`config.mk`:
```
export PLATFORM = sky130hd
export DESIGN_NAME = clmf_div
export DESIGN_NICKNAME = d
export VERILOG_FILES = /design/src/rtl/core/clmf_pkg.sv /design/src/rtl/core/clmf_div.sv
export SDC_FILE = /design/constraint.sdc
export NUM_CORES = 1
export LEC_CHECK = 0
export ABC_CLOCK_PERIOD_IN_PS = 2300
export BUFFER_PORTS_ARGS = -buffer_cell sky130_fd_sc_hd__buf_2
export CORE_ASPECT_RATIO = 0.7
export CORE_MARGIN = 3
export CORE_UTILIZATION = 53
export CTS_CLUSTER_SIZE = 20
export DETAILED_ROUTE_END_ITERATION = 16
export PLACE_DENSITY = 0.79
export SYNTH_ARGS = -nofsm -noshare
export SYNTH_HDL_FRONTEND = slang
export SYNTH_SLANG_ARGS = --single-unit
```
`constraint.sdc`:
```
create_clock -name clk -period 2.3 [get_ports clk]
set_input_delay 0.345 -clock clk [delete_from_list [all_inputs] [get_ports clk]]
set_output_delay 0.345 -clock clk [all_outputs]
set_load 0.005 [all_outputs]
```
`src/rtl/core/clmf_pkg.sv`:
```
// Package for the clipped box mean filter.
// Holds the window sum and count widths and the per-channel sum type.
// Used by clmf_div and clipped_box_mean_filter; no dependencies.
`default_nettype none
package clmf_pkg;
	// A 5x5 window of 8-bit values sums to at most 6375.
	localparam int SUM_W = 13;
	// The clipped window holds 9 to 25 pixels.
	localparam int CNT_W = 5;
	localparam int NUM_CH = 3;

	typedef logic [NUM_CH-1:0][SUM_W-1:0] sum_arr_t;
endpackage
`default_nettype wire

```
`src/rtl/core/clmf_div.sv`:
```
// Restoring divider for the three channel sums of one window.
// One quotient bit per cycle for all three channels; depends on clmf_pkg.
`default_nettype none
module clmf_div (
	input  wire logic                      clk,
	input  wire logic                      arst_n,
	input  wire logic                      start,
	input  wire clmf_pkg::sum_arr_t        sums,
	input  wire logic [clmf_pkg::CNT_W-1:0] divisor,
	output logic                           done,
	output clmf_pkg::sum_arr_t             quot
);
	import clmf_pkg::*;

	localparam int IT_W = $clog2(SUM_W + 1);

	logic [IT_W-1:0]  iter_q;
	logic             done_q;
	logic [CNT_W-1:0] div_q;
	sum_arr_t         quot_q;
	logic [NUM_CH-1:0][CNT_W-1:0] rem_q;

	// Control: iteration counter and a done pulse after the last bit.
	always_ff @(posedge clk or negedge arst_n) begin
		if (!arst_n) begin
			iter_q <= '0;
			done_q <= 1'b0;
		end else begin
			done_q <= 1'b0;
			if (start) begin
				iter_q <= IT_W'(SUM_W);
			end else if (iter_q != '0) begin
				iter_q <= iter_q - 1'b1;
				if (iter_q == IT_W'(1)) begin
					done_q <= 1'b1;
				end
			end
		end
	end

	// Datapath: shift in one dividend bit and subtract where it fits.
	always_ff @(posedge clk) begin
		logic [CNT_W:0] trial;
		if (start) begin
			quot_q <= sums;
			rem_q  <= '0;
			div_q  <= divisor;
		end else if (iter_q != '0) begin
			for (int ch = 0; ch < NUM_CH; ch++) begin
				trial = {rem_q[ch], quot_q[ch][SUM_W-1]};
				if (trial >= {1'b0, div_q}) begin
					rem_q[ch]  <= CNT_W'(trial - {1'b0, div_q});
					quot_q[ch] <= {quot_q[ch][SUM_W-2:0], 1'b1};
				end else begin
					rem_q[ch]  <= trial[CNT_W-1:0];
					quot_q[ch] <= {quot_q[ch][SUM_W-2:0], 1'b0};
				end
			end
		end
	end

	assign done = done_q;
	assign quot = quot_q;
endmodule
`default_nettype wire

```
==> results of run 1 <==
-- layout make-up --
class                      count  area (um^2)
sequential                    64         1750
clock buffer                  11          131
multi-input combinational    179         1550
tap                           75         93.8
inverter                      18         67.6
clock inverter                 5         81.3
fill                         440         1780
timing repair buffer          99          531
-- layout by cell type, fill, tap and decap left out, types with 3 or more instances in the layout --
| cell | instances |
|---|---|
| ha_1 | 17 |
| o311a_1 | 3 |
| nand2_1 | 10 |
| mux2i_1 | 3 |
| buf_2 | 86 |
| nand3_2 | 3 |
| nand3_1 | 6 |
| dfxtp_1 | 15 |
| buf_4 | 12 |
| nand3b_1 | 6 |
| mux2_2 | 37 |
| edfxtp_1 | 44 |
| dfrtp_1 | 5 |
| xnor2_1 | 6 |
| and3_1 | 3 |
| inv_1 | 16 |
| a21oi_1 | 8 |
| nor2_1 | 18 |
| fa_1 | 3 |
| a311oi_2 | 4 |
| a211o_1 | 7 |
| a21o_1 | 3 |
| nor3b_1 | 5 |
| clkbuf_8 | 9 |
-- cells in the mapped netlist (2+ instances only) --
cell type | instances | area [um^2]
edfxtp_1 | 44 | 1320
mux2_2 | 37 | 417
nor2_1 | 18 | 67.6
ha_1 | 17 | 213
inv_1 | 16 | 60.1
dfxtp_1 | 15 | 300
nand2_1 | 10 | 37.5
a21oi_1 | 8 | 40.0
a211o_1 | 7 | 61.3
buf_2 | 6 | 30.0
nand3_1 | 6 | 30.0
nand3b_1 | 6 | 45.0
xnor2_1 | 6 | 52.6
dfrtp_1 | 5 | 125
nor3b_1 | 5 | 37.5
a311oi_2 | 4 | 60.1
a21o_1 | 3 | 22.5
and3_1 | 3 | 18.8
fa_1 | 3 | 60.1
mux2i_1 | 3 | 30.0
nand3_2 | 3 | 30.0
o311a_1 | 3 | 30.0
a311o_1 | 2 | 20.0
a31oi_1 | 2 | 12.5
a41oi_1 | 2 | 17.5
and2_4 | 2 | 17.5
clkbuf_1 | 2 | 7.51
nand2b_1 | 2 | 12.5
nand4_1 | 2 | 12.5
nor3_1 | 2 | 10.0
o211ai_1 | 2 | 15.0
o21a_1 | 2 | 15.0
o21ai_0 | 2 | 10.0
o21ai_4 | 2 | 32.5
o311ai_1 | 2 | 17.5
o31ai_1 | 2 | 15.0
or2_2 | 2 | 12.5
or3_1 | 2 | 12.5
-- metal layers --
layer	part of all wire (%)	GRT usage, %
met1	47	30.3
met2	46	30.9
met3	6.6	6.49
met4	0.74	7.71
met5	0	0
-- stage by stage --
stage	utilization, %	worst slack, ns	setup TNS (ns)	power [mW]	hold slack [ns]
after floorplan	-	0.217	0	2.73	0.0494
after global placement	65.7	0.159	0	3.07	0.163
after detailed placement	65.7	0.0600	0	3.11	0.170
after CTS	69.4	0.0388	0	4.17	0.154
after global routing	70.2	-0.00615	-0.00615	4.48	0.149
final	70.2	0.0805	0	4.22	0.172
-- flip-flops by register name, summed over array words and instances (netlist names) --
| signal | count |
|---|---|
| rem_q | 15 |
| done | 1 |
| quot | 39 |
| iter_q | 4 |
| div_q | 5 |
-- kinds of logic after synthesis --
| kind of cell | after synthesis | synth area share (%) |
|---|---|---|
| AO/OA/AOI/OAI | 47 | 11.9 |
| flip-flops | 64 | 51.1 |
| adder cells (fa/ha/maj) | 20 | 7.97 |
| XOR/XNOR | 6 | 1.54 |
| AND/OR/NAND/NOR | 66 | 10.8 |
| multiplexers | 40 | 13.1 |
| buffers and inverters | 28 | 3.62 |
-- worst min-delay path by stage --
stage / from / endpoint / slack [ns] / cells after the start
4_1_cts: divisor[2] / div_q[2]$_DFFE_PP_ / 0.15 / 1
3_3_place_gp: arst_n / done$_DFF_PN0_ / 0.16 / 1
2_1_floorplan: arst_n / done$_DFF_PN0_ / 0.05 / 0
3_5_place_dp: arst_n / done$_DFF_PN0_ / 0.17 / 1
5_1_grt: divisor[3] / div_q[3]$_DFFE_PP_ / 0.15 / 1
6_report: divisor[2] / div_q[2]$_DFFE_PP_ / 0.17 / 1
-- power by group through the flow --
stage | clock network (mW) | logic [mW] | registers [mW]
3_3_place_gp | 0 | 1.41 | 1.66
5_1_grt | 1.12 | 1.68 | 1.68
3_5_place_dp | 0 | 1.44 | 1.67
2_1_floorplan | 0 | 1.08 | 1.65
6_report | 1.05 | 1.52 | 1.65
4_1_cts | 1.07 | 1.46 | 1.65
-- what timing repair did --
item | CTS | global route
endpoints found under the setup margin | 0 | 5
hold buffers | 1 | 0
hold endpoints to repair | 5 | 0
setup buffers | 0 | 6
==> results.yml, run 1 <==
setup_path:
  max_stage_delay_ns: 0.43
  crit_start: "quot[12]$_DFFE_PP_"
  critPathCapture: "quot[0]$_DFFE_PP_"
  critPathRequiredTime_ns: 2.39
  r2r_cells: 8
  timing.critical_path.buf_inv: 2
  worstPathMaxFanout: 5
  path_cells: "inv_1 > ha_1 > inv_1 > fa_1 > a211o_1 > o21ai_4 > and2_4 > mux2i_1"
  critical_path.most_common_cell: "inv_1"
  start_kind: "flip-flop"
  crit_cells: 8
  r2r_start: "quot[12]$_DFFE_PP_"
  setup.worst_path.class: "flip-flop to flip-flop"
  rrSetupSlack_ns: 0.08
  endpoint_kind: "flip-flop"
  arrival_ns: 2.31
  crit_family: "adder cells"
  slowest_stage: "edfxtp_1"
  r2r_end: "quot[0]$_DFFE_PP_"
sta:
  tightest_slew_ns: 0.885
  finalSetupViolCount: 0
  hold_violations: 0
  relSlewSlack_pct: 40.9
  period_needed_ns: 2.22
  fin_worst_skew_ns: 0.0130
  fmax_mhz: 451
  drv_slew: 0
  post-route-period-util_pct: 96.5
power:
  irDropWorstVdd_mv: 0.521
  p_leak_nw: 1.84
  internal_power_mw: 2.87
  combPwrFrac_pct: 36.0
  clock_power_share_pct: 24.8
  p_switching_mw: 1.35
  power_density_nw_per_um2: 1000
  pwr-share-seq_pct: 39.1
  switching_share_pct: 32.0
detailed_routing:
  first_pass_iters: 4
  vias_per_cell: 5.63
  detail-route-antenna-nets: 0
  wl_mm: 7.70
  drt_iter0_drc: 172
  drc: 0
  vias: 2540
  wire_per_inst_um: 17.1
synth:
  syn_area_per_cell_um2: 12.6
  ys.warnings.count: 0
  synth-edff-count: 44
  ys_seq_area_share_pct: 51.1
  postSynthRegisterBits: 64
  syn_area_um2: 3420
  yosysUniqueCellTypes: 49
  synth_nets: 338
  async_flop_share_pct: 7.81
  ys.flop_type: "edfxtp_1"
  synthCells: 271
global_routing:
  grt_first_pass_wirelength_mm: 12.1
  grt_usage_pct: 21.3
  grt_pass1_vias: 2422
  antenna_found_initial: 0
  grt_max_degree: 42
  overflow: 0
run:
  maxCapViolations: 0
die:
  ioPinCount: 87
  start_util_pct: 57.1
  core_area_um2: 5990
  dieArea_um2: 7470
  floorplan.die.width_um: 102
  rows: 23
  die_h_um: 73.2
clocking:
  clk_pin_slew_ns: 0.07
  clock_latency_ns: 0.35
  cts.htree.levels: 3
  cts_buffer_depth: 2
  tritoncts: "built"
  cts.sinks: 64
  cts_resized: 0
  cts_root_buffer: "clkbuf_8"
  cts_buffers: 9
placed_design:
  place_congestion: 0.883
  portBuffers: 86
  dp.cells: 428
  placed_area_um2: 3930
  hpwlAfterDp_mm: 5.42
layout:
  area_growth_syn_to_layout_pct: 22.8
  finalNonFillerCells: 451
  nNetsFinal: 438
  stdcell_area_um2: 4200
  n_antenna_cell: 0
  final_layout_size_suffix_gt1_share_pct: 43.9
worst_hold_path:
  min_path_type: "input port to flip-flop"
run_status:
  outcome: "completed"
Power figures use the tool's default switching activity.
==> run 2, diff against run 1 <==
--- a/config.mk
+++ b/config.mk
@@ -9,10 +9,11 @@
 export BUFFER_PORTS_ARGS = -buffer_cell sky130_fd_sc_hd__buf_2
 export CORE_ASPECT_RATIO = 0.7
 export CORE_MARGIN = 3
-export CORE_UTILIZATION = 53
+export CORE_UTILIZATION = 35
 export CTS_CLUSTER_SIZE = 20
 export DETAILED_ROUTE_END_ITERATION = 16
-export PLACE_DENSITY = 0.79
+export MAX_ROUTING_LAYER = met4
+export PLACE_DENSITY = 0.56
 export SYNTH_ARGS = -nofsm -noshare
 export SYNTH_HDL_FRONTEND = slang
 export SYNTH_SLANG_ARGS = --single-unit
==> run 2 against run 1 <==
Effect of this change: highest routed layer unchanged; cell count up 11%; combinational power hardly changed; wire length is 2.6% higher; non-clock buffer count unchanged; maximum frequency is 1.7% higher; first-iteration DRC count decreased by 6.4%; hold slack better by 0.022 ns; critical path depth unchanged; largest power group unchanged; count of clock-buffer cells in the layout increased by 2; sequential share of layout area fell by 1.5 points.
==> results.yml, run 2 (synthesis results as in run 1) <==
placed_design:
  place_congestion: 0.852
  pre_cts_ws_ns: 0.0813
  dp.cells: 479
  portBuffers: 86
  hpwlAfterDp_mm: 5.56
setup_path:
  endpoint_kind: "flip-flop"
  timing.critical_path.buf_inv: 2
  arrival_ns: 2.35
  max_stage_delay_ns: 0.45
  worstPathMaxFanout: 3
  start_kind: "flip-flop"
  crit_family: "compound AO/OA/AOI/OAI gates"
  critPathRequiredTime_ns: 2.47
  path_cells: "inv_1 > ha_1 > inv_1 > fa_2 > a211o_1 > a211o_1 > a41oi_2 > a21oi_1"
  slowest_stage: "edfxtp_1"
  setup.worst_path.class: "flip-flop to flip-flop"
detailed_routing:
  detail-route-antenna-nets: 0
  wire_per_inst_um: 15.8
  drt_iter0_drc: 161
  drc: 0
  vias_per_cell: 5.01
  wl_mm: 7.90
  vias: 2506
  first_pass_iters: 4
layout:
  fillers: 871
  final_common_cell: "buf_2"
  n_antenna_cell: 0
  layout_common_cells: "buf_2 (86), edfxtp_1 (44), mux2_2 (37)"
  largest_reg_flops: 39
  nNetsFinal: 438
  final_layout_size_suffix_gt1_share_pct: 44.7
  area_growth_syn_to_layout_pct: 27.5
  finalNonFillerCells: 500
sta:
  post-route-period-util_pct: 94.9
  tightest_slew_ns: 0.881
  fin_tns_setup_ns: 0
  drv_slew: 0
  fin_ws_ns: 0.118
  rsz0062_at_grt: "false"
  hold_violations: 0
  relSlewSlack_pct: 41.2
  fmax_mhz: 458
  finalSetupViolCount: 0
  period_needed_ns: 2.18
  fin_worst_skew_ns: 0.00700
die:
  core_area_um2: 9290
  ioPinCount: 87
  dieArea_um2: 11000
  die_h_um: 88.7
  start_util_pct: 36.8
  rows: 29
  floorplan.die.width_um: 124
clocking:
  clock_latency_ns: 0.33
  cts_buffer_depth: 2
  cts.sinks: 64
  cts_root_buffer: "clkbuf_16"
  tritoncts: "built"
  clk_pin_slew_ns: 0.05
  cts_buffers: 9
  cts.htree.levels: 3
power:
  p_leak_nw: 1.89
  p_total_mw: 4.54
  power_density_nw_per_um2: 1040
  irDropWorstVdd_mv: 0.477
global_routing:
  grt_pass1_vias: 2427
  antenna_found_initial: 0
  grt_first_pass_wirelength_mm: 12.2
  overflow: 0
  grt_max_degree: 42
  grt_usage_pct: 15.2
run_status:
  outcome: "completed"
worst_hold_path:
  min_path_type: "input port to flip-flop"
run:
  maxCapViolations: 0
[run 2: per-stage QoR]
stage | cell area, um^2 | hold slack, ns | util (%)
finish | 4360 | 0.194 | 46.9
floorplan | 3420 | 0.0494 | -
global placement | 4010 | 0.167 | 43.2
CTS | 4320 | 0.176 | 46.5
global route | 4360 | 0.179 | 46.9
detailed placement | 4010 | 0.168 | 43.2
[run 2: final timing paths]
path | start | end | slack [ns] | depth (start not counted)
setup / recovery | quot[12]$_DFFE_PP_ | rem_q[4]$_SDFFE_PP0N_ | 0.12 | 8
hold reg to reg | rem_q[7]$_SDFFE_PP0N_ | rem_q[7]$_SDFFE_PP0N_ | 0.50 | 2
max in group asynchronous | arst_n | iter_q[0]$_DFFE_PN0P_ | 1.81 | 2
hold / removal | divisor[4] | div_q[4]$_DFFE_PP_ | 0.19 | 1
min in group asynchronous | arst_n | done$_DFF_PN0_ | 0.36 | 2
setup reg to reg | quot[12]$_DFFE_PP_ | rem_q[4]$_SDFFE_PP0N_ | 0.12 | 8
[run 2: area by class of cell]
cell class              instances  area (um^2)  area share [%]
inverters                      18         67.6            1.55
well taps                     124          155            3.56
flip-flops and latches         64         1750            40.1
clock buffers                  13          260            5.97
repair buffers                 99          531            12.2
clock inverters                 3         40.0           0.918
multi-input cells             179         1560            35.8
[run 2: per-layer routing]
layer	vias to the layer above	GRT usage, %	wire length [um]
met5	-	-	0
met4	0	5.27	136
met3	12	5.81	595
met1	1193	20.4	3800
li1	1222	-	-
met2	79	20.9	3370
[run 2: repair_timing]
item / CTS / global route
hold buffers: 1 / 0
setup endpoints to repair: 0 / 6
resized for setup: 0 / 2
setup buffers: 0 / 4
endpoints found under the hold margin: 5 / 0
[run 2: power breakdown]
group          internal [mW]  switching [mW]
Sequential              1.49           0.158
Combinational          0.770           0.759
Clock                  0.894           0.471
Total                   3.16            1.39
==> run 3, diff against run 2 <==
--- a/config.mk
+++ b/config.mk
@@ -13,7 +13,7 @@
 export CTS_CLUSTER_SIZE = 20
 export DETAILED_ROUTE_END_ITERATION = 16
 export MAX_ROUTING_LAYER = met4
-export PLACE_DENSITY = 0.56
+export RECOVER_POWER = 100
 export SYNTH_ARGS = -nofsm -noshare
 export SYNTH_HDL_FRONTEND = slang
 export SYNTH_SLANG_ARGS = --single-unit
==> run 3 against run 2 <==
Effect of this change: wire length shrank 1.6%; non-clock buffer count down 3; hold slack got worse by 0.011 ns; maximum frequency fell by 0.36%; final area is 2.0% lower; critical path type unchanged; critical endpoint is now rem_q[14]$_SDFFE_PP0N_.
==> results.yml, run 3 (synthesis results as in run 1) <==
setup_path:
  start_kind: "flip-flop"
  arrival_ns: 2.42
  r2r_start: "quot[38]$_DFFE_PP_"
  critPathCapture: "rem_q[14]$_SDFFE_PP0N_"
  worstPathMaxFanout: 4
  endpoint_kind: "flip-flop"
  setup.worst_path.class: "flip-flop to flip-flop"
  rrSetupSlack_ns: 0.11
  r2r_end: "rem_q[14]$_SDFFE_PP0N_"
  crit_start: "quot[38]$_DFFE_PP_"
  critPathRequiredTime_ns: 2.53
  r2r_cells: 8
sta:
  fin_worst_skew_ns: 0.00346
  rsz0062_at_grt: "false"
  finalSetupViolCount: 0
  fmax_mhz: 457
  tightest_slew_ns: 0.896
  period_needed_ns: 2.19
  fin_tns_setup_ns: 0
  post-route-period-util_pct: 95.2
  drv_slew: 0
  relSlewSlack_pct: 40.3
  hold_violations: 0
detailed_routing:
  detail-route-antenna-nets: 0
  wire_per_inst_um: 15.6
  wl_mm: 7.77
  first_pass_iters: 4
  drt_iter0_drc: 159
  vias_per_cell: 4.90
  drc: 0
  vias: 2436
global_routing:
  antenna_found_initial: 0
  met3_usage_pct: 5.56
  grt_pass1_vias: 2364
  grt_first_pass_wirelength_mm: 12.1
  grt.busiest_layer: "met1"
  grt_usage_pct: 15.3
  overflow: 0
  grt_max_degree: 42
  gr-usage-met1_pct: 21.4
  grt_use_met2_pct: 19.7
power:
  irDropWorstVdd_mv: 0.631
  p_total_mw: 4.55
  p_leak_nw: 1.77
  power_density_nw_per_um2: 1070
clocking:
  cts_buffer_depth: 2
  cts_root_buffer: "clkbuf_16"
  cts_resized: 0
  cts.sinks: 64
  tritoncts: "built"
  cts.htree.levels: 3
  cts_buffers: 9
  clk_pin_slew_ns: 0.05
  clock_latency_ns: 0.33
layout:
  final_layout_size_suffix_gt1_share_pct: 33.5
  n_antenna_cell: 0
  area_growth_syn_to_layout_pct: 24.9
  final_common_cell: "buf_2"
  layout_common_cells: "buf_2 (53), edfxtp_1 (44), mux2_2 (36), clkbuf_1 (36), nor2_1 (19)"
  nNetsFinal: 435
  largest_reg_flops: 39
die:
  floorplan.die.width_um: 124
  dieArea_um2: 11000
  die_h_um: 88.7
  rows: 29
  core_area_um2: 9290
  start_util_pct: 36.8
  ioPinCount: 87
placed_design:
  place_congestion: 0.925
  portBuffers: 86
  hpwlAfterDp_mm: 5.60
worst_hold_path:
  hp-start: "divisor[2]"
  min_path_type: "input port to flip-flop"
run:
  maxCapViolations: 0
run_status:
  outcome: "completed"
[run 3: how the worst min path moves through the flow]
stage                               to  slack (ns)  cells after the start
finish              div_q[2]$_DFFE_PP_        0.18                      1
global placement        done$_DFF_PN0_        0.17                      1
CTS                 div_q[2]$_DFFE_PP_        0.17                      1
global route        div_q[4]$_DFFE_PP_        0.17                      1
detailed placement      done$_DFF_PN0_        0.17                      1
floorplan               done$_DFF_PN0_        0.05                      0
[run 3: power breakdown]
part / total (mW) / leakage, nW / switching, mW / internal [mW]
Sequential: 1.66 / 0.646 / 0.170 / 1.49
Clock: 1.46 / 0.159 / 0.512 / 0.949
Combinational: 1.43 / 0.965 / 0.730 / 0.700
[run 3: routing by layer]
layer  wire (um)  up-vias
met2        3160       81
li1            -     1219
met3         579       13
met4         146        0
met1        3890     1123
met5           0        -
[run 3: layout make-up]
cell class                 instances  area (um^2)
inverter                          18         67.6
timing repair buffer              96          448
tap                              124          155
multi-input combinational        179         1530
clock inverter                     7         96.3
fill                             903         5020
sequential                        64         1750
clock buffer                       9          225
[run 3: repair_timing]
| action | CTS | global route |
|---|---|---|
| endpoints found under the setup margin | 0 | 1 |
| hold endpoints to repair | 5 | 0 |
| setup buffers | 0 | 0 |
| hold buffers | 1 | 0 |
[run 3: critical path, stage by stage, from the launching register on]
cell and delay [ns]:
edfxtp_1 0.41, inv_1 0.09, ha_1 0.17, inv_1 0.06, fa_1 0.41, a21oi_2 0.19, a21oi_1 0.13, or3_1 0.37
a32o_1 0.26
[run 3: per-stage QoR]
stage	std cells	hold WS, ns	worst slack [ns]	util, %	cell area, um^2
after floorplan	271	0.0494	0.217	-	3420
after global placement	480	0.170	0.195	43.3	4020
after detailed placement	480	0.174	0.141	43.3	4020
after CTS	497	0.170	0.107	46.8	4350
after global routing	497	0.170	0.00469	46.0	4270
final	497	0.183	0.110	46.0	4270
